`src/hdl/cpd_pkg.sv`:
```
package cpd_pkg;

   // Default store dimensions.
   localparam int MaxWidthDefault  = 1024;
   localparam int MaxHeightDefault = 1024;

   // Store entry: lit flag over a 9-bit level, where FreshLevel marks a new plot.
   localparam int EntryW            = 10;
   localparam int LevelW            = 9;
   localparam logic [8:0] FreshLevel = 9'd256;

   // Wide enough to hold a clamped window dimension up to 4096.
   localparam int DimW = 13;

   localparam int CsrIdxW  = 3;
   localparam int CsrDataW = 12;

   localparam logic [CsrIdxW-1:0] RegLevelCount   = 3'd0;
   localparam logic [CsrIdxW-1:0] RegWindowWidth  = 3'd1;
   localparam logic [CsrIdxW-1:0] RegWindowHeight = 3'd2;
   localparam logic [CsrIdxW-1:0] RegOffsetX      = 3'd3;
   localparam logic [CsrIdxW-1:0] RegOffsetY      = 3'd4;

   localparam logic [1:0] FuncPlot    = 2'd0;
   localparam logic [1:0] FuncTick    = 2'd1;
   localparam logic [1:0] FuncRefresh = 2'd2;

   typedef struct packed {
      logic [1:0]         func;
      logic signed [11:0] coord_x;
      logic signed [11:0] coord_y;
      logic               refresh_last;
   } req_type;

   typedef struct packed {
      logic [11:0] pixel_x;
      logic [11:0] pixel_y;
      logic [7:0]  level;
      logic        went_dark;
   } rsp_type;

   typedef struct packed {
      logic clear_wr;
      logic latch_item;
      logic mem_rd;
      logic commit;
   } cmd_type;

   typedef struct packed {
      logic clear_last;
      logic has_result;
      logic out_busy;
   } status_type;

endpackage

```
`src/hdl/cpd_ctrl.sv`:
```
module cpd_ctrl (
   input  logic                clock,
   input  logic                reset,
   input  logic                req_valid,
   output logic                req_ready,
   input  cpd_pkg::status_type status,
   output cpd_pkg::cmd_type    cmd
);

   typedef enum logic [1:0] {
      ST_CLEAR,
      ST_IDLE,
      ST_READ,
      ST_MODIFY
   } state_type;

   state_type state_ff, state_in;
   logic      ready_ff, ready_in;
   logic      stall;

   // A refresh result cannot be loaded while the previous one is still held.
   assign stall = status.has_result & status.out_busy;

   always_comb begin
      state_in = state_ff;
      ready_in = ready_ff;
      case (state_ff)
         ST_CLEAR: begin
            if (status.clear_last) begin
               state_in = ST_IDLE;
               ready_in = 1'b1;
            end
         end
         ST_IDLE: begin
            if (req_valid && ready_ff) begin
               state_in = ST_READ;
               ready_in = 1'b0;
            end
         end
         ST_READ: begin
            state_in = ST_MODIFY;
         end
         ST_MODIFY: begin
            if (!stall) begin
               state_in = ST_IDLE;
               ready_in = 1'b1;
            end
         end
         default: begin
            state_in = ST_CLEAR;
            ready_in = 1'b0;
         end
      endcase
   end

   always_ff @(posedge clock) begin
      if (reset) begin
         state_ff <= ST_CLEAR;
         ready_ff <= 1'b0;
      end else begin
         state_ff <= state_in;
         ready_ff <= ready_in;
      end
   end

   assign req_ready      = ready_ff;
   assign cmd.clear_wr   = (state_ff == ST_CLEAR);
   assign cmd.latch_item = (state_ff == ST_IDLE) & req_valid & ready_ff;
   assign cmd.mem_rd     = (state_ff == ST_READ);
   assign cmd.commit     = (state_ff == ST_MODIFY) & ~stall;

endmodule

```
`config.mk`:
```
export PLATFORM = sky130hd
export DESIGN_NAME = cpd_ctrl
export DESIGN_NICKNAME = d
export VERILOG_FILES = /design/src/hdl/cpd_pkg.sv /design/src/hdl/cpd_ctrl.sv
export SDC_FILE = /design/constraint.sdc
export NUM_CORES = 1
export LEC_CHECK = 0
export ABC_AREA = 1
export BUFFER_PORTS_ARGS = -buffer_cell sky130_fd_sc_hd__buf_2
export CORE_AREA = 2 2 39 41
export CTS_BUF_LIST = sky130_fd_sc_hd__clkbuf_8 sky130_fd_sc_hd__clkbuf_16
export DETAILED_ROUTE_END_ITERATION = 16
export DIE_AREA = 0 0 41 43
export SLEW_MARGIN = 20
export SYNTH_ARGS = -nofsm -noshare
export SYNTH_HDL_FRONTEND = slang
export SYNTH_SLANG_ARGS = --single-unit
```
`constraint.sdc`:
```
create_clock -name clock -period 2.5 [get_ports clock]
set_clock_uncertainty 0.2 [all_clocks]
set_input_delay 0.125 -clock clock [delete_from_list [all_inputs] [get_ports clock]]
set_output_delay 0.125 -clock clock [all_outputs]
set_load 0.01 [all_outputs]
```
==> Word-level counts from Yosys, hierarchy flattened <==
Cells that the tools add are included.
{ "classes": {"n_eq_ne": 6, "n_mux": 8, "n_reduce_logical": 5, "bitwise": 5} }
{ "op_table": {"columns": ["op", "n"], "rows": [
  ["$pmux 2 s4", 1],
  ["$mux 2", 3],
  ["$ne 2x2->1 const B", 3],
  ["$and 1x1->1", 4],
  ["$eq 2x2->1 const B", 2],
  ["$reduce_and 4->1", 1],
  ["$mux 1", 3],
  ["$pmux 1 s3", 1],
  ["$reduce_and 3->1", 1],
  ["$reduce_bool 3->1", 1],
  ["$eq 2x1->1 const B", 1],
  ["$logic_not 2->1", 1],
  ["$logic_and 1x1->1", 1],
  ["$not 1->1", 1]
]} }
{ "word_totals": {"ff_bits": 3, "elab_cells": 26} }

==> Depth between registers and ports, before layout <==
{ "logic_depth": {"word_depth": 3, "mapped_depth": 8, "mapped_depth_nobuf": 8} }

==> Worst setup path after synthesis <==
No wires, ideal clock.
{ "synth_timing": {"path_type": "register -> register", "startpoint": "register state_ff[0]", "endpoint": "register ready_ff (netlist: req_ready)", "path_buffers": 0, "stages_incl_launch_ff": 9, "period_less_slack_ps": 1384, "slack_ps": 1116, "arrival_time_ps": 1070, "path_cell_list": "dfxtp_1 > inv_1 > ha_1 > nand2_4 > nand2_2 > nor2_4 > nand2_1 > nand2_1 > nor2_2"} }
{ "synth_rtl": {"columns": ["element", "line_no", "source"], "rows": [
  ["from (decl)", "cpd_ctrl.sv:17", "state_type state_ff, state_in;"],
  ["from (signal assigned)", "cpd_ctrl.sv:61", "state_ff <= state_in;"],
  ["to (signal assigned)", "cpd_ctrl.sv:62", "ready_ff <= ready_in;"],
  ["to (decl)", "cpd_ctrl.sv:18", "logic ready_ff, ready_in;"]
]} }

==> metrics.txt <==
hold path startpoint=status[0]; largest cells by area after synthesis=dfxtp_1 (24%), ha_1 (20%), inv_1 (8.8%); cells after synthesis=34; CP arrival=1120 ps; post_cts resized=0; cell taking the most area after synthesis=dfxtp_1; NumNets Final=60; Setup Viol. Count Final=0; dpl cells=60; Post-Layout Cell Count=65; Hold Crit Class=in -> reg; Core ar.=1384 um^2; CP Max Fanout=3; fraction of layout cells with a size suffix above 1=42.86%; H-tree level count=1; Sink Count=3; final hold violations=0; share of the synthesized area in the top cell type=23.53%; dpl hpwl=447.4 um; total CTS buffers=3; internal power=0.0002641 W; hold slack=117.2 ps; R2R depth=8; gr usage total=7.615%; PD cells=1153 nW/um^2; gr ovfl total=0; post-synthesis sequential area ratio=23.53%; Clk pwr share=31.0%; RSZ-0062 raised after global routing=false; hold_buf cts=1; Crit. End Element=output port; DRT Pass-1 Iters=4; multi-input logic area=172.7 um^2; WP data required=2170 ps; CTS Root Cell=clkbuf_8; outcome=finished, final reports clean; Post-synth EDFFs=0; Static Leakage=0.2151 nW; synth warn=0; Worst-Skew Late Latency=220 ps; Routed Antenna Nets=0; Remaining DRCs=0; Antenna diodes=0; pre-CTS setup slack=1071 ps; initial antenna violation count=0; synth-to-layout area growth=49.02%; Combinational Power Share=49.1%; Worst-path clk slew=30 ps; syn_nets=44; filler cell count in the final layout=151; async set-reset flop share out of synthesis=0%; cell depth of the worst hold path=4; Max-cap violations=0; Net Sw Power=0.0001744 W; I/O pins=11; Critical R2R Launch=state_ff[0]; Mapped Area=255.2 um^2; Wirelength per Cell=7.723 um; Reg2Reg Capture Point=req_ready; relative slew slack=90.13%; Final Worst Setup Slack=1051 ps; synthesized flop and latch total=3; postcts setup bufs=0; Sw Share=39.77%; Worst Tran Pin Value=147.9 ps; largest net degree at the start of global routing=5; cell row count=14; sequential power share=19.9%; die area=1763 um^2; Crit Path Category=reg -> out; die outline height=43 um; fin crit share=57.94%; min Tclk post-route=1449 ps; DR iter-0 viols=3; setup TNS=0 ps; number of buffers added on ports=10; Mean Syn Cell Area=7.507 um^2; vias in the first global route=241; first-pass GRT wire length=821 um; initial core utilization=18.44%; hold worst-path end=state_ff[0]; ys flop type=dfxtp_1; worst vdd ir=224.7 uV; Yosys cell types=13; CP Launch Type=flop; RD Place Congestion=0.6518; via count=248; Clock Path Buffers=2; WL final=502 um; top cells by count, synth=inv_1 (6), nand2_1 (6), ha_1 (4), nor2_1 (4); CTS tree=yes; Max Freq=690.3 MHz; Vias/cell=3.815; die width=41 um; Final Max Tran Viols=0; Worst R2R Setup Slack=1080 ps; Register Area=60.06 um^2
==> per-layer routing <==
| metal | GRT usage, % | vias to the layer above | part of all wire (%) |
|---|---|---|---|
| met5 | 0 | - | 0 |
| met4 | 8.000 | 0 | 2.8 |
| met3 | 3.141 | 2 | 8.8 |
| met2 | 12.19 | 9 | 52 |
| met1 | 6.070 | 106 | 36 |
| li1 | - | 131 | - |
==> kinds of logic after synthesis <==
family | count (synthesis) | synth area share [%]
adder cells (fa/ha/maj) | 4 | 19.61
AND/OR/NAND/NOR | 19 | 43.14
flip-flops | 3 | 23.53
AO/OA/AOI/OAI | 2 | 4.901
buffers and inverters | 6 | 8.823
==> layout make-up <==
type | count | share of cell area [%]
clock inverters | 1 | 0.9868
repair buffers | 11 | 15.79
flip-flops and latches | 3 | 15.79
inverters | 6 | 5.921
well taps | 16 | 5.263
multi-input cells | 25 | 45.39
clock buffers | 3 | 10.86
==> cell usage in the layout (no fill, tap or decap), drive strengths merged <==
cell	instances
nor2	6
nand3	3
nand2	10
clkbuf	3
a21oi	1
ha	4
inv	7
buf	10
dlygate4sd3	1
dfxtp	3
a21boi	1
==> power groups by stage <==
| stage | Sequential (W) | Clock [W] | Combinational (W) |
|---|---|---|---|
| detailed placement | 0.0000885 | 0 | 0.000218 |
| global route | 0.0000895 | 0.000143 | 0.000247 |
| global placement | 0.0000861 | 0 | 0.000215 |
| finish | 0.0000872 | 0.000136 | 0.000215 |
| CTS | 0.0000881 | 0.000141 | 0.000220 |
| floorplan | 0.0000876 | 0 | 0.000165 |
==> through the flow <==
stage	util, %	cell area (um^2)	power, W
after floorplan	-	255.2	0.0002525
after global placement	23.51	325.3	0.0003013
after detailed placement	23.51	325.3	0.0003064
after CTS	27.49	380.4	0.0004488
after global routing	27.49	380.4	0.0004786
final	27.49	380.4	0.0004385
==> worst max path at each step <==
stage,startpoint,to,slack [ps]
after floorplan,state_ff[0],req_ready,1120
after global placement,state_ff[0],req_ready,1110
after detailed placement,state_ff[0],req_ready,1070
after CTS,state_ff[1],cmd[2],1040
after global routing,state_ff[1],cmd[2],960
final,state_ff[1],cmd[2],1050
==> sequential cells by signal (all words and copies together), names as in the netlist <==
signal and flops:
req_ready 1, state_ff 2
==> critical path, stage by stage, from the launching register on <==
cell     delay [ps]
dfxtp_1         310
inv_1            90
ha_1            200
inv_1            80
nor2_1           90
buf_2           130
No activity file was read; power rests on OpenSTA's default activity.
